===== src/espg_pkg.sv =====
// ----------------------------------------------------------------------------
// espg_pkg
// shared types and constants of the eased servo pulse generator
// ----------------------------------------------------------------------------
package espg_pkg;

  // configuration port geometry
  localparam int unsigned CfgIdxW  = 3;
  localparam int unsigned CfgDataW = 16;

  // register indexes
  localparam logic [CfgIdxW-1:0] REG_CURVE_MODE    = 3'd0;
  localparam logic [CfgIdxW-1:0] REG_BEGIN_PULSE   = 3'd1;
  localparam logic [CfgIdxW-1:0] REG_CHANGE_AMOUNT = 3'd2;
  localparam logic [CfgIdxW-1:0] REG_DURATION_MS   = 3'd3;
  localparam logic [CfgIdxW-1:0] REG_RATE_SCALE    = 3'd4;
  localparam logic [CfgIdxW-1:0] REG_PULSE_MIN     = 3'd5;
  localparam logic [CfgIdxW-1:0] REG_PULSE_MAX     = 3'd6;

  // input kinds
  localparam logic ACT_START  = 1'b0;
  localparam logic ACT_UPDATE = 1'b1;

  // curve codes
  localparam logic [1:0] CURVE_LINEAR   = 2'd0;
  localparam logic [1:0] CURVE_EASE_IN  = 2'd1;
  localparam logic [1:0] CURVE_EASE_OUT = 2'd2;
  localparam logic [1:0] CURVE_EASE_IO  = 2'd3;

  // progress constants, Q2.16
  localparam logic [18:0] PROG_ONE = 19'h10000;
  localparam logic [18:0] PROG_TWO = 19'h20000;

  // register reset values
  localparam logic [1:0]         RST_CURVE_MODE    = 2'd0;
  localparam logic [11:0]        RST_BEGIN_PULSE   = 12'd1500;
  localparam logic signed [12:0] RST_CHANGE_AMOUNT = 13'sd0;
  localparam logic [15:0]        RST_DURATION_MS   = 16'd1000;
  localparam logic [15:0]        RST_RATE_SCALE    = 16'd256;
  localparam logic [11:0]        RST_PULSE_MIN     = 12'd500;
  localparam logic [11:0]        RST_PULSE_MAX     = 12'd2500;

  typedef struct packed {
    logic [1:0]         curve_mode;
    logic [11:0]        begin_pulse;
    logic signed [12:0] change_amount;
    logic [15:0]        duration_ms;
    logic [15:0]        rate_scale;
    logic [11:0]        pulse_min;
    logic [11:0]        pulse_max;
  } cfg_t;

  typedef struct packed {
    logic [11:0] pulse_us;
    logic        finished;
  } res_t;

endpackage


===== src/espg_core.sv =====
// ----------------------------------------------------------------------------
// espg_core
// bit-serial arithmetic sequencer: scale, divide, curve weight, pulse
// ----------------------------------------------------------------------------
module espg_core (
  input  logic              clk_i,
  input  logic              rst_ni,
  input  logic              start_i,
  input  logic [31:0]       elapsed_i,
  input  espg_pkg::cfg_t    cfg_i,
  output logic              res_valid_o,
  input  logic              res_ready_i,
  output espg_pkg::res_t    res_o
);
  import espg_pkg::*;

  localparam logic [3:0] S_IDLE   = 4'd0;
  localparam logic [3:0] S_MUL1   = 4'd1;
  localparam logic [3:0] S_DIVSET = 4'd2;
  localparam logic [3:0] S_DIV    = 4'd3;
  localparam logic [3:0] S_WSET   = 4'd4;
  localparam logic [3:0] S_MUL2   = 4'd5;
  localparam logic [3:0] S_WFIX   = 4'd6;
  localparam logic [3:0] S_MUL3   = 4'd7;
  localparam logic [3:0] S_FIN    = 4'd8;

  logic [3:0]  state_q, state_d;
  logic [4:0]  cnt_q, cnt_d;
  logic [48:0] acc_q, acc_d;
  logic [35:0] mcand_q, mcand_d;
  logic [18:0] mplier_q, mplier_d;
  logic [15:0] rem_q, rem_d;
  logic [16:0] nbits_q, nbits_d;
  logic [17:0] p_q, p_d;
  logic        done_q, done_d;
  logic        ysn_q, ysn_d;
  logic        kf_q, kf_d;
  logic        sgn_q, sgn_d;

  // shared shift-add step, multiplier msb first
  logic [48:0] mul_next;
  assign mul_next = {acc_q[47:0], 1'b0} + (mplier_q[18] ? {13'b0, mcand_q} : 49'd0);

  // divider step
  logic [16:0] div_t;
  logic        div_ge;
  logic [16:0] div_sub;
  assign div_t   = {rem_q, nbits_q[16]};
  assign div_ge  = div_t >= {1'b0, cfg_i.duration_ms};
  assign div_sub = div_t - {1'b0, cfg_i.duration_ms};

  // saturation and end-of-move tests on the scaled time
  logic [47:0] scaled;
  logic        sat;
  assign scaled = acc_q[47:0];
  assign sat    = scaled >= {23'b0, cfg_i.duration_ms, 9'b0};

  // curve operands
  logic [18:0] p2, pe, rr, xs, ys;
  logic        ysn, kf;
  always_comb begin
    p2  = {p_q, 1'b0};
    pe  = {1'b0, p_q};
    rr  = p2 - PROG_ONE;
    xs  = pe;
    ys  = PROG_TWO;
    ysn = 1'b0;
    kf  = 1'b0;
    case (cfg_i.curve_mode)
      CURVE_LINEAR: begin
        xs = pe;
        ys = PROG_TWO;
      end
      CURVE_EASE_IN: begin
        xs = pe;
        ys = p2;
      end
      CURVE_EASE_OUT: begin
        xs = p2;
        ys = PROG_TWO - pe;
      end
      default: begin
        if (p2 < PROG_ONE) begin
          xs = p2;
          ys = p2;
        end else begin
          xs = rr;
          kf = 1'b1;
          if (rr <= PROG_TWO) begin
            ys = PROG_TWO - rr;
          end else begin
            ys  = rr - PROG_TWO;
            ysn = 1'b1;
          end
        end
      end
    endcase
  end

  // weight with 33 fraction bits, then magnitudes for the last product
  logic [37:0] kterm, xyx, wv, wabs;
  logic [12:0] cmag;
  logic        cneg;
  always_comb begin
    kterm = kf_q ? (38'd1 << 32) : 38'd0;
    xyx   = {2'b0, acc_q[35:0]};
    wv    = ysn_q ? (kterm - xyx) : (kterm + xyx);
    wabs  = wv[37] ? (~wv + 38'd1) : wv;
    cneg  = cfg_i.change_amount[12];
    cmag  = cneg ? (~cfg_i.change_amount + 13'd1) : cfg_i.change_amount;
  end

  // truncate toward zero, offset and clamp
  logic [15:0]        dmag;
  logic signed [17:0] delta, sum, lo, hi, clamped;
  always_comb begin
    dmag  = acc_q[48:33];
    delta = sgn_q ? -$signed({2'b0, dmag}) : $signed({2'b0, dmag});
    sum   = $signed({6'b0, cfg_i.begin_pulse}) + delta;
    lo    = $signed({6'b0, cfg_i.pulse_min});
    hi    = $signed({6'b0, cfg_i.pulse_max});
    clamped = (sum < lo) ? lo : sum;
    if (clamped > hi) clamped = hi;
  end

  always_comb begin
    state_d  = state_q;
    cnt_d    = cnt_q;
    acc_d    = acc_q;
    mcand_d  = mcand_q;
    mplier_d = mplier_q;
    rem_d    = rem_q;
    nbits_d  = nbits_q;
    p_d      = p_q;
    done_d   = done_q;
    ysn_d    = ysn_q;
    kf_d     = kf_q;
    sgn_d    = sgn_q;
    unique case (state_q)
      S_IDLE: begin
        if (start_i) begin
          acc_d    = '0;
          mcand_d  = {4'b0, elapsed_i};
          mplier_d = {cfg_i.rate_scale, 3'b0};
          cnt_d    = 5'd16;
          state_d  = S_MUL1;
        end
      end
      S_MUL1, S_MUL2, S_MUL3: begin
        acc_d    = mul_next;
        mplier_d = {mplier_q[17:0], 1'b0};
        cnt_d    = cnt_q - 5'd1;
        if (cnt_q == 5'd1) begin
          case (state_q)
            S_MUL1:  state_d = S_DIVSET;
            S_MUL2:  state_d = S_WFIX;
            default: state_d = S_FIN;
          endcase
        end
      end
      S_DIVSET: begin
        done_d = scaled >= {24'b0, cfg_i.duration_ms, 8'b0};
        if (sat) begin
          p_d     = PROG_TWO[17:0];
          state_d = S_WSET;
        end else begin
          rem_d   = scaled[24:9];
          nbits_d = {scaled[8:0], 8'b0};
          p_d     = '0;
          cnt_d   = 5'd17;
          state_d = S_DIV;
        end
      end
      S_DIV: begin
        rem_d   = div_ge ? div_sub[15:0] : div_t[15:0];
        p_d     = {p_q[16:0], div_ge};
        nbits_d = {nbits_q[15:0], 1'b0};
        cnt_d   = cnt_q - 5'd1;
        if (cnt_q == 5'd1) state_d = S_WSET;
      end
      S_WSET: begin
        acc_d    = '0;
        mcand_d  = {17'b0, xs};
        mplier_d = ys;
        ysn_d    = ysn;
        kf_d     = kf;
        cnt_d    = 5'd19;
        state_d  = S_MUL2;
      end
      S_WFIX: begin
        acc_d    = '0;
        mcand_d  = wabs[35:0];
        mplier_d = {cmag, 6'b0};
        sgn_d    = wv[37] ^ cneg;
        cnt_d    = 5'd13;
        state_d  = S_MUL3;
      end
      S_FIN: begin
        if (res_ready_i) state_d = S_IDLE;
      end
      default: state_d = S_IDLE;
    endcase
  end

  always_ff @(posedge clk_i or negedge rst_ni) begin
    if (!rst_ni) begin
      state_q <= S_IDLE;
      cnt_q   <= '0;
    end else begin
      state_q <= state_d;
      cnt_q   <= cnt_d;
    end
  end

  always_ff @(posedge clk_i) begin
    acc_q    <= acc_d;
    mcand_q  <= mcand_d;
    mplier_q <= mplier_d;
    rem_q    <= rem_d;
    nbits_q  <= nbits_d;
    p_q      <= p_d;
    done_q   <= done_d;
    ysn_q    <= ysn_d;
    kf_q     <= kf_d;
    sgn_q    <= sgn_d;
  end

  assign res_valid_o    = state_q == S_FIN;
  assign res_o.pulse_us = clamped[11:0];
  assign res_o.finished = done_q;

endmodule


===== src/eased_servo_pulse_generator_top.sv =====
// ----------------------------------------------------------------------------
// eased_servo_pulse_generator_top
// servo move profile generator with quadratic easing curves
// ----------------------------------------------------------------------------
// usage:
//   slave stream: tuser is the kind (0 start a move, 1 update), tdata the
//   millisecond timestamp. master stream: tdata carries the pulse width,
//   tuser the moving and finished flags. one result transfer per input.
//   a start transfer, or an update while no move is armed, is answered from
//   the output register in the cycle after acceptance.
//   an update during a move runs through the bit-serial core: time scaling,
//   a setup step, the divider (skipped when progress saturates), a setup
//   step, the weight multiply, a setup step, the change multiply and a
//   result state. the core uses a shift-add multiplier and a restoring
//   divider; one update is in flight at a time.
//   configuration writes are taken every cycle through cfg_we_i.
//   reset puts the configuration registers at their reset values with no move armed.
//   when the receiver stalls, the result holds in the output register and a
//   finished core result waits in the core; input is refused meanwhile.
// ----------------------------------------------------------------------------
module eased_servo_pulse_generator_top (
  input  logic                           clk_i,
  input  logic                           rst_ni,
  // configuration write port
  input  logic                           cfg_we_i,
  input  logic [espg_pkg::CfgIdxW-1:0]   cfg_idx_i,
  input  logic [espg_pkg::CfgDataW-1:0]  cfg_wdata_i,
  // input stream
  input  logic                           s_axis_tvalid,
  output logic                           s_axis_tready,
  input  logic [31:0]                    s_axis_tdata,   // now_ms[31:0]
  input  logic                           s_axis_tuser,   // action
  // result stream
  output logic                           m_axis_tvalid,
  input  logic                           m_axis_tready,
  output logic [15:0]                    m_axis_tdata,   // pulse_us[11:0], zero pad
  output logic [1:0]                     m_axis_tuser    // moving, finished
);
  import espg_pkg::*;

  // configuration registers
  cfg_t cfg_q;

  always_ff @(posedge clk_i or negedge rst_ni) begin
    if (!rst_ni) begin
      cfg_q.curve_mode    <= RST_CURVE_MODE;
      cfg_q.begin_pulse   <= RST_BEGIN_PULSE;
      cfg_q.change_amount <= RST_CHANGE_AMOUNT;
      cfg_q.duration_ms   <= RST_DURATION_MS;
      cfg_q.rate_scale    <= RST_RATE_SCALE;
      cfg_q.pulse_min     <= RST_PULSE_MIN;
      cfg_q.pulse_max     <= RST_PULSE_MAX;
    end else if (cfg_we_i) begin
      unique case (cfg_idx_i)
        REG_CURVE_MODE:    cfg_q.curve_mode    <= cfg_wdata_i[1:0];
        REG_BEGIN_PULSE:   cfg_q.begin_pulse   <= cfg_wdata_i[11:0];
        REG_CHANGE_AMOUNT: cfg_q.change_amount <= cfg_wdata_i[12:0];
        REG_DURATION_MS:   cfg_q.duration_ms   <= cfg_wdata_i;
        REG_RATE_SCALE:    cfg_q.rate_scale    <= cfg_wdata_i;
        REG_PULSE_MIN:     cfg_q.pulse_min     <= cfg_wdata_i[11:0];
        REG_PULSE_MAX:     cfg_q.pulse_max     <= cfg_wdata_i[11:0];
        default: ;  // unused index, write dropped
      endcase
    end
  end

  // move state
  logic        active_q, latched_q, busy_q;
  logic [31:0] start_q;

  // output register
  logic        out_valid_q;
  logic [11:0] out_pulse_q;
  logic        out_moving_q, out_fin_q;

  logic  res_valid;
  res_t  res;

  logic  out_free, s_fire, res_take, core_start;
  logic  [31:0] elapsed;

  assign out_free   = !out_valid_q || m_axis_tready;
  assign s_axis_tready = !busy_q && out_free;
  assign s_fire     = s_axis_tvalid && s_axis_tready;
  assign res_take   = res_valid && out_free;
  // update during a move goes to the core
  assign core_start = s_fire && (s_axis_tuser == ACT_UPDATE) && active_q;
  // first update after a start sees zero elapsed time
  assign elapsed    = latched_q ? (s_axis_tdata - start_q) : 32'd0;

  espg_core u_core (
    .clk_i       (clk_i),
    .rst_ni      (rst_ni),
    .start_i     (core_start),
    .elapsed_i   (elapsed),
    .cfg_i       (cfg_q),
    .res_valid_o (res_valid),
    .res_ready_i (out_free),
    .res_o       (res)
  );

  always_ff @(posedge clk_i or negedge rst_ni) begin
    if (!rst_ni) begin
      active_q    <= 1'b0;
      latched_q   <= 1'b0;
      busy_q      <= 1'b0;
      start_q     <= '0;
      out_valid_q <= 1'b0;
    end else begin
      // a new result loads the output register, a taken one empties it
      if ((s_fire && !core_start) || res_take) begin
        out_valid_q <= 1'b1;
      end else if (m_axis_tready) begin
        out_valid_q <= 1'b0;
      end
      if (s_fire) begin
        if (s_axis_tuser == ACT_START) begin
          active_q  <= 1'b1;
          latched_q <= 1'b0;
        end else if (active_q) begin
          busy_q <= 1'b1;
          if (!latched_q) begin
            start_q   <= s_axis_tdata;
            latched_q <= 1'b1;
          end
        end
      end
      if (res_take) begin
        busy_q <= 1'b0;
        // move ends when scaled time reaches the duration
        if (res.finished) begin
          active_q  <= 1'b0;
          latched_q <= 1'b0;
        end
      end
    end
  end

  // result payload, no reset needed
  always_ff @(posedge clk_i) begin
    if (s_fire && !core_start) begin
      out_pulse_q  <= '0;
      out_moving_q <= (s_axis_tuser == ACT_START);
      out_fin_q    <= 1'b0;
    end else if (res_take) begin
      out_pulse_q  <= res.pulse_us;
      out_moving_q <= !res.finished;
      out_fin_q    <= res.finished;
    end
  end

  assign m_axis_tvalid = out_valid_q;
  assign m_axis_tdata  = {4'b0, out_pulse_q};
  assign m_axis_tuser  = {out_fin_q, out_moving_q};

endmodule


===== config.mk =====
export PLATFORM = sky130hd
export DESIGN_NAME = eased_servo_pulse_generator_top
export DESIGN_NICKNAME = d
export VERILOG_FILES = /design/src/espg_pkg.sv /design/src/espg_core.sv /design/src/eased_servo_pulse_generator_top.sv
export SDC_FILE = /design/constraint.sdc
export NUM_CORES = 1
export LEC_CHECK = 0
export ABC_CLOCK_PERIOD_IN_PS = 15300
export BUFFER_PORTS_ARGS = -buffer_cell sky130_fd_sc_hd__buf_2
export CAP_MARGIN = 20
export CELL_PAD_IN_SITES_DETAIL_PLACEMENT = 1
export CELL_PAD_IN_SITES_GLOBAL_PLACEMENT = 2
export CORE_MARGIN = 2
export CORE_UTILIZATION = 44
export DETAILED_ROUTE_END_ITERATION = 8
export GPL_ROUTABILITY_DRIVEN = 0
export PLACE_DENSITY = 0.95
export RECOVER_POWER = 100
export SKIP_CTS_REPAIR_TIMING = 1
export SLEW_MARGIN = 10
export SYNTH_ARGS = -nofsm -noshare
export SYNTH_HDL_FRONTEND = slang
export SYNTH_SLANG_ARGS = --single-unit

===== constraint.sdc =====
create_clock -name clk_i -period 15.3 [get_ports clk_i]
set_clock_uncertainty 0.15 [all_clocks]
set_input_delay 3.06 -clock clk_i [delete_from_list [all_inputs] [get_ports clk_i]]
set_output_delay 3.06 -clock clk_i [all_outputs]
set_load 0.01 [all_outputs]

==> results of run 1 <==
[where the power goes]
| part | internal (mW) | switching [mW] | leakage (nW) |
|---|---|---|---|
| Clock | 0.524 | 0.385 | 0.612 |
| Sequential | 1.29 | 0.333 | 3.10 |
| Combinational | 1.30 | 2.03 | 6.32 |
[logic make-up (layout without fill, tap and decap cells)]
logic type | after synthesis | in the layout | synth area share (%)
AO/OA/AOI/OAI | 664 | 664 | 19.4
buffers and inverters | 260 | 299 | 4.55
adder cells (fa/ha/maj) | 171 | 171 | 9.78
other | 1 | 4 | 0.0169
flip-flops | 293 | 293 | 36.3
multiplexers | 124 | 124 | 6.10
XOR/XNOR | 192 | 192 | 7.58
AND/OR/NAND/NOR | 734 | 734 | 16.2
[cell usage in the layout, fill, tap and decap left out, types with 14 or more instances in the layout]
cell type    n
a211oi_1    19
a21o_1      62
a21oi_1    146
a31oi_1     26
and2_1      41
and3_1      34
buf_2       52
clkbuf_1    47
clkbuf_16   41
dfrtp_1    103
dfstp_2     25
edfxtp_1   152
ha_1       167
inv_1      127
mux2_2      84
mux2i_1     34
nand2_1    226
nand2b_1    23
nand3_1     41
nor2_1     169
nor2b_1     24
nor3_1      45
nor4_1      15
o211ai_1    14
o21a_1      23
o21ai_0    184
o22ai_1     18
o31ai_1     24
o41ai_1     27
or2_2       16
or3_1       31
or4_1       17
xnor2_1    112
xor2_1      80
[cells in the mapped netlist, drive strengths merged, types with 7 or more instances]
cell,number
clkbuf,116
nor3b,7
nand2b,23
a211oi,20
o31ai,26
or3,32
nand3,41
o21ai,186
a221oi,8
o21bai,12
or2,17
a21o,62
and3,34
or4,18
mux2i,34
o21a,23
and2,46
a31o,7
o211ai,14
nand2,226
a222oi,10
inv,127
a31oi,26
buf,16
o41ai,28
edfxtp,152
o31a,11
ha,167
nor3,45
a22oi,13
nand4,13
o22ai,18
dfrtp,103
o221ai,11
nor2,171
dfxtp,13
nor2b,24
a21oi,147
mux2,90
dfstp,25
nor4,15
xnor2,112
xor2,80
[metrics by stage]
step / total power, mW / area (um^2) / setup WS (ns) / std cells
after global routing: 6.28 / 24200 / 5.52 / 3153
after detailed placement: 4.88 / 23100 / 7.63 / 3080
final: 5.86 / 24200 / 6.56 / 3153
after global placement: 4.69 / 23100 / 7.89 / 3080
after CTS: 5.84 / 24300 / 7.52 / 3152
after floorplan: 3.91 / 22200 / 8.57 / 2442
[cell type report]
cell class / instances / share of cell area (%)
clock inverter: 20 / 0.584
inverter: 128 / 1.98
clock buffer: 52 / 4.53
timing repair buffer: 99 / 1.93
sequential: 293 / 33.3
multi-input combinational: 1889 / 54.2
tap: 672 / 3.47
[worst paths after layout]
path / slack [ns] / start / endpoint
max in group clk_i: 7.02 / u_core.acc_q[33] / out_pulse_q[9]
min: 0.32 / out_pulse_q[6] / out_pulse_q[6]
min reg2reg: 0.32 / out_pulse_q[6] / out_pulse_q[6]
max reg2reg: 7.02 / u_core.acc_q[33] / out_pulse_q[9]
max: 6.56 / rst_ni / cfg_q[40]
min in group asynchronous: 3.62 / rst_ni / cfg_q[9]
[flip-flops by register name, summed over array words and instances, names as in the netlist, 4 cells and up]
name / count
u_core.mcand_q: 36
u_core.acc_q: 49
u_core.p_q: 18
out_pulse_q: 12
u_core.mplier_q: 19
u_core.state_q: 4
u_core.rem_q: 16
u_core.cnt_q: 5
cfg_q: 83
start_q: 32
u_core.nbits_q: 9
[routing by layer]
layer	part of all wire (%)	vias up
met5	0.018	-
met4	3.9	2
met3	4.7	147
met2	48	528
met1	43	9732
li1	-	8883
==> results.ini, run 1 <==
[outcome]
status = complete, but fails checks
violations = max-capacitance violations, max-slew violations

[clock_tree]
cts_max_path_buffers = 3
cts_tree = done
clk_latency_ns = 0.58
cts_buffers = 39
htree_levels = 2
root_buffer = clkbuf_16
clkTransAtPathRegs_ns = 0.06
cts.sinks = 293

[detailed_routing]
via_per_inst = 6.12
routedWlPerCell_um = 22.7
drc = 0
postRouteWirelength_mm = 71.5
vias = 19300
ant_nets = 0
firstDrtPassIters = 6
drtIter0Drc = 1506

[layout]
n_antenna_cell = 0
syn_to_final_growth_pct = 9.14
regArea_um2 = 8060
drive_above_1_share_pct = 10.8
multi_input_area_um2 = 13100
nets = 2678
post-route-util_pct = 48.4
fill_cells = 5815

[floorplan]
core_um2 = 50000
rows = 82
start_util_pct = 44.4
die_w_um = 229
dieArea_um2 = 52200
die_h_um = 229
num_io_pins = 77

[global_route]
grt_pass1_vias = 20500
grtUsageTotal_pct = 27.1
grt_pass1_wl_mm = 114
antenna_found_initial = 2
met3_usage_pct = 3.04
grt_util_met2_pct = 46.4
grt_max_degree = 68
top_usage_layer = met2
grt-ovfl-total = 0
grt_use_met1_pct = 34.8

[power]
power_density_nw_per_um2 = 242
leakage_nw = 10.0
peakVddDrop_v = 0.000139

[sta]
setup-tns-final_ns = 0
whs_ns = 0.322
hold_viol_final = 0
fin_crit_ns = 8.74
setup_viol = 0
slew_violations = 475
tightest_slew_ns = 3.77
rsz0062_at_grt = no
finalCritPeriodShare_pct = 57.1
slew_headroom_pct = -151
fmax_ghz = 0.114

[job]
drv_cap = 11

[logic_synthesis]
avgSynthCellArea_um2 = 9.09
synth_largest_area_cell = edfxtp_1
synth_seq_cells = 293
synthCells = 2439
async_flop_share_pct = 43.7
ys_warn_count = 0
synth_edf_count = 152
synthTopCellsByArea = edfxtp_1 21%, dfrtp_1 12%, ha_1 9.4%, mux2_2 4.6%, xnor2_1 4.4%
ys.flop_type = edfxtp_1
synth_cell_type_count = 83
yosysSeqAreaShare_pct = 36.3
synth_top_area_share_pct = 20.6
syn-cell-area_um2 = 22200

[worst_setup_path]
r2r_cells = 27
critical_path_class = primary input to asynchronous set/reset pin
cp.depth = 2
cp_max_fo = 67
start_kind = primary input
cpMostUsedCell = clkbuf_1
crit_arrival_ns = 8.44
cp_data_required_time_ns = 15.00
cpPeakStageDelay_ns = 2.72
crit_buf_inv = 2
critPathSlowestCell = clkbuf_1
end_kind = asynchronous set/reset pin
critPathTopFamily = buffers and inverters
crit_path_cell_trace = clkbuf_1 > clkbuf_1

[placed_design]
post-dp-hpwl_mm = 51.8
portBuffers = 72

[min_path]
hold_path_class = flop to flop
holdPathStages = 2

Note: power is estimated with default switching activity, not from simulation.
==> run 2: changes to the inputs <==
--- a/config.mk
+++ b/config.mk
@@ -5,16 +5,16 @@
 export SDC_FILE = /design/constraint.sdc
 export NUM_CORES = 1
 export LEC_CHECK = 0
-export ABC_CLOCK_PERIOD_IN_PS = 15300
+export ABC_CLOCK_PERIOD_IN_PS = 9100
 export BUFFER_PORTS_ARGS = -buffer_cell sky130_fd_sc_hd__buf_2
 export CAP_MARGIN = 20
 export CELL_PAD_IN_SITES_DETAIL_PLACEMENT = 1
 export CELL_PAD_IN_SITES_GLOBAL_PLACEMENT = 2
 export CORE_MARGIN = 2
-export CORE_UTILIZATION = 44
+export CORE_UTILIZATION = 41
 export DETAILED_ROUTE_END_ITERATION = 8
 export GPL_ROUTABILITY_DRIVEN = 0
-export PLACE_DENSITY = 0.95
+export PLACE_DENSITY = 0.92
 export RECOVER_POWER = 100
 export SKIP_CTS_REPAIR_TIMING = 1
 export SLEW_MARGIN = 10
==> constraint.sdc (replaced) <==
create_clock -name clk_i -period 9.1 [get_ports clk_i]
set_clock_uncertainty 0.15 [all_clocks]
set_input_delay 1.82 -clock clk_i [delete_from_list [all_inputs] [get_ports clk_i]]
set_output_delay 1.82 -clock clk_i [all_outputs]
set_load 0.01 [all_outputs]
==> run 2 against run 1 <==
  * The flow still finishes with violations (max-capacitance violations, max-slew violations)
  * Largest power group unchanged
  * Worst setup slack got worse by 5.5 ns
  * Largest cell class unchanged
  * Cell count increased by 0.76%
  * Register-to-register slack got worse by 6.0 ns
  * Routed wire length decreased by 1.7%
  * Die area increased by 7.2%
  * Sequential share of layout area decreased by 0.053 points
  * Clock power increased by 67%
  * Sequential power increased by 68%
  * Highest routed layer is now met4
  * Clock-buffer cell count increased by 3
  * Worst hold slack improved by 0.0086 ns
==> results.ini, run 2 (synthesized netlist as in run 1, its figures left out) <==
[outcome]
status = complete, but fails checks  ; unchanged
violations = max-capacitance violations, max-slew violations  ; unchanged

[layout]
instances_no_fill = 3177  ; was 3153
syn_to_final_growth_pct = 9.32  ; was 9.14%
n_antenna_cell = 0  ; unchanged
post-route-util_pct = 45.2  ; was 48.4%
finish.instance_area_um2 = 24200  ; about the same
largest_reg_flops = 83  ; unchanged
layout_commonest_cell = nand2_1  ; unchanged
fill_cells = 6227  ; was 5815
nets = 2678  ; unchanged
largest_register = cfg_q  ; unchanged
drive_above_1_share_pct = 10.4  ; was 10.8%
top_regs = cfg_q x83, u_core.acc_q x49, u_core.mcand_q x36  ; unchanged
final_cell_mix = 226 x nand2_1, 185 x o21ai_0, 169 x nor2_1  ; was 226 x nand2_1, 184 x o21ai_0, 169 x nor2_1

[power]
power.internal_mw = 5.22  ; was 3.11 mW
switching_power_mw = 4.57  ; was 2.74 mW
comb_power_share_pct = 56.6  ; was 56.8%
switching_share_pct = 46.7  ; was 46.8%
seqPwrFrac_pct = 27.8  ; was 27.7%
leakage_nw = 10.0  ; about the same
clkPwrFrac_pct = 15.6  ; was 15.5%
p_total_mw = 9.78  ; was 5.86 mW
peakVddDrop_v = 0.000171  ; was 0.000139 V
power_density_nw_per_um2 = 403  ; was 242 nW/um^2

[worst_setup_path]
crit_arrival_ns = 8.35  ; was 8.44 ns
cp.depth = 25  ; was 2
crit_buf_inv = 0  ; was 2
crit_start = u_core.acc_q[35]  ; was rst_ni
r2r_start = u_core.acc_q[35]  ; was u_core.acc_q[33]
start_kind = flop  ; was primary input
critPathSlowestCell = a31oi_1  ; was clkbuf_1
cpPeakStageDelay_ns = 1.16  ; was 2.72 ns
r2r_cells = 25  ; was 27
critical_path_class = flop to flop  ; was primary input to asynchronous set/reset pin
cp_max_fo = 15  ; was 67
crit-reg2reg-capture = out_pulse_q[1]  ; was out_pulse_q[9]
rrSetupSlack_ns = 1.05  ; was 7.02 ns
cp_data_required_time_ns = 9.41  ; was 15.00 ns
critPathCapture = out_pulse_q[1]  ; was cfg_q[40]
end_kind = flop  ; was asynchronous set/reset pin
critPathTopFamily = compound AO/OA/AOI/OAI gates  ; was buffers and inverters

[sta]
fmax_ghz = 0.124
fin_crit_ns = 8.05
whs_ns = 0.330  ; was 0.322 ns
slew_headroom_pct = -233  ; was -151%
setup_ws_ns = 1.05  ; was 6.56 ns
slew_violations = 475  ; unchanged
finalCritPeriodShare_pct = 88.4
setup-tns-final_ns = 0  ; unchanged
hold_viol_final = 0  ; unchanged
setup_viol = 0  ; unchanged
rsz0062_at_grt = no  ; unchanged
tightest_slew_ns = 5.00  ; was 3.77 ns

[floorplan]
start_util_pct = 41.4  ; was 44.4%
die_w_um = 237  ; was 229 um
core_um2 = 53600  ; was 50000 um^2
dieArea_um2 = 56000  ; was 52200 um^2
rows = 85  ; was 82
num_io_pins = 77  ; unchanged
die_h_um = 237  ; was 229 um

[clock_tree]
cts_max_path_buffers = 3  ; unchanged
cts.sinks = 293  ; unchanged
cts_tree = done  ; unchanged
htree_levels = 2  ; unchanged
clkTransAtPathRegs_ns = 0.06  ; about the same
cts_buffers = 39  ; unchanged
root_buffer = clkbuf_16  ; unchanged
clk_latency_ns = 0.60  ; was 0.58 ns

[detailed_routing]
routedWlPerCell_um = 22.1  ; was 22.7 um
via_per_inst = 6.03  ; was 6.12
postRouteWirelength_mm = 70.3  ; was 71.5 mm
met1Wirelength_mm = 31.5  ; was 31.0 mm
drc = 0  ; unchanged
ant_nets = 0  ; unchanged
drtIter0Drc = 1250  ; was 1506
vias = 19200  ; was 19300
wl_met2_mm = 33.2  ; was 34.4 mm
firstDrtPassIters = 5  ; was 6
routed.top_layer = met4  ; was met5
route.met3.wl_mm = 2.75  ; was 3.37 mm

[global_route]
antenna_found_initial = 0  ; was 2
grt_max_degree = 91  ; was 68
grt_pass1_vias = 20000  ; was 20500
grt_pass1_wl_mm = 111  ; was 114 mm
grt-ovfl-total = 0  ; unchanged
grtUsageTotal_pct = 24.9  ; was 27.1%

[placed_design]
place_area_um2 = 23100  ; about the same
dp_cells = 3102  ; was 3080
place_ws_ns = 1.32  ; was 7.63 ns
post-dp-hpwl_mm = 51.9  ; was 51.8 mm
portBuffers = 72  ; unchanged

[job]
drv_cap = 11  ; unchanged

[min_path]
hold_path_class = flop to flop  ; unchanged
holdPathStages = 2  ; unchanged

[run 2: cell types whose count changed in the layout (fill, tap and decap cells not counted), sizes merged]
cell and change:
clkbuf +4, buf -1, inv -1, clkinv -2
[run 2: tightest hold or removal path, delay by kind of cell, from the launching register on]
family           cells  cell delay [ns]
flip-flops           1             0.31
AO/OA/AOI/OAI        1             0.06
AND/OR/NAND/NOR      1             0.07
[run 2: worst min path at each step]
stage / start / endpoint / slack [ns]
after global routing: out_pulse_q[2] / out_pulse_q[2] / 0.36
final: out_fin_q / out_fin_q / 0.33
after CTS: out_fin_q / out_fin_q / 0.33
after floorplan: out_fin_q / out_fin_q / 0.30
after detailed placement: out_pulse_q[8] / out_pulse_q[8] / 0.32
after global placement: out_pulse_q[8] / out_pulse_q[8] / 0.30
[run 2: power groups by stage]
stage / Clock (mW) / Combinational, mW / Sequential, mW
final: 1.52 / 5.54 / 2.72
after global routing: 1.60 / 6.14 / 2.79
after CTS: 1.55 / 5.53 / 2.68
after detailed placement: 0 / 5.48 / 2.70
after global placement: 0 / 5.22 / 2.67
after floorplan: 0 / 4.18 / 2.39
[run 2: final cells by class]
type | count | area [um^2] | share of cell area, %
Multi-Input combinational cell | 1889 | 13100 | 54.1
Tap cell | 696 | 871 | 3.59
Timing Repair Buffer | 99 | 464 | 1.91
Clock buffer | 55 | 1080 | 4.44
Sequential cell | 293 | 8060 | 33.2
Inverter | 128 | 480 | 1.98
Clock inverter | 17 | 179 | 0.738
[run 2: routing by layer]
| metal | vias to the layer above | GRT usage (%) |
|---|---|---|
| met5 | - | 0 |
| met4 | 0 | 10.7 |
| met3 | 138 | 2.80 |
| met2 | 475 | 41.6 |
| met1 | 9650 | 32.7 |
| li1 | 8908 | - |
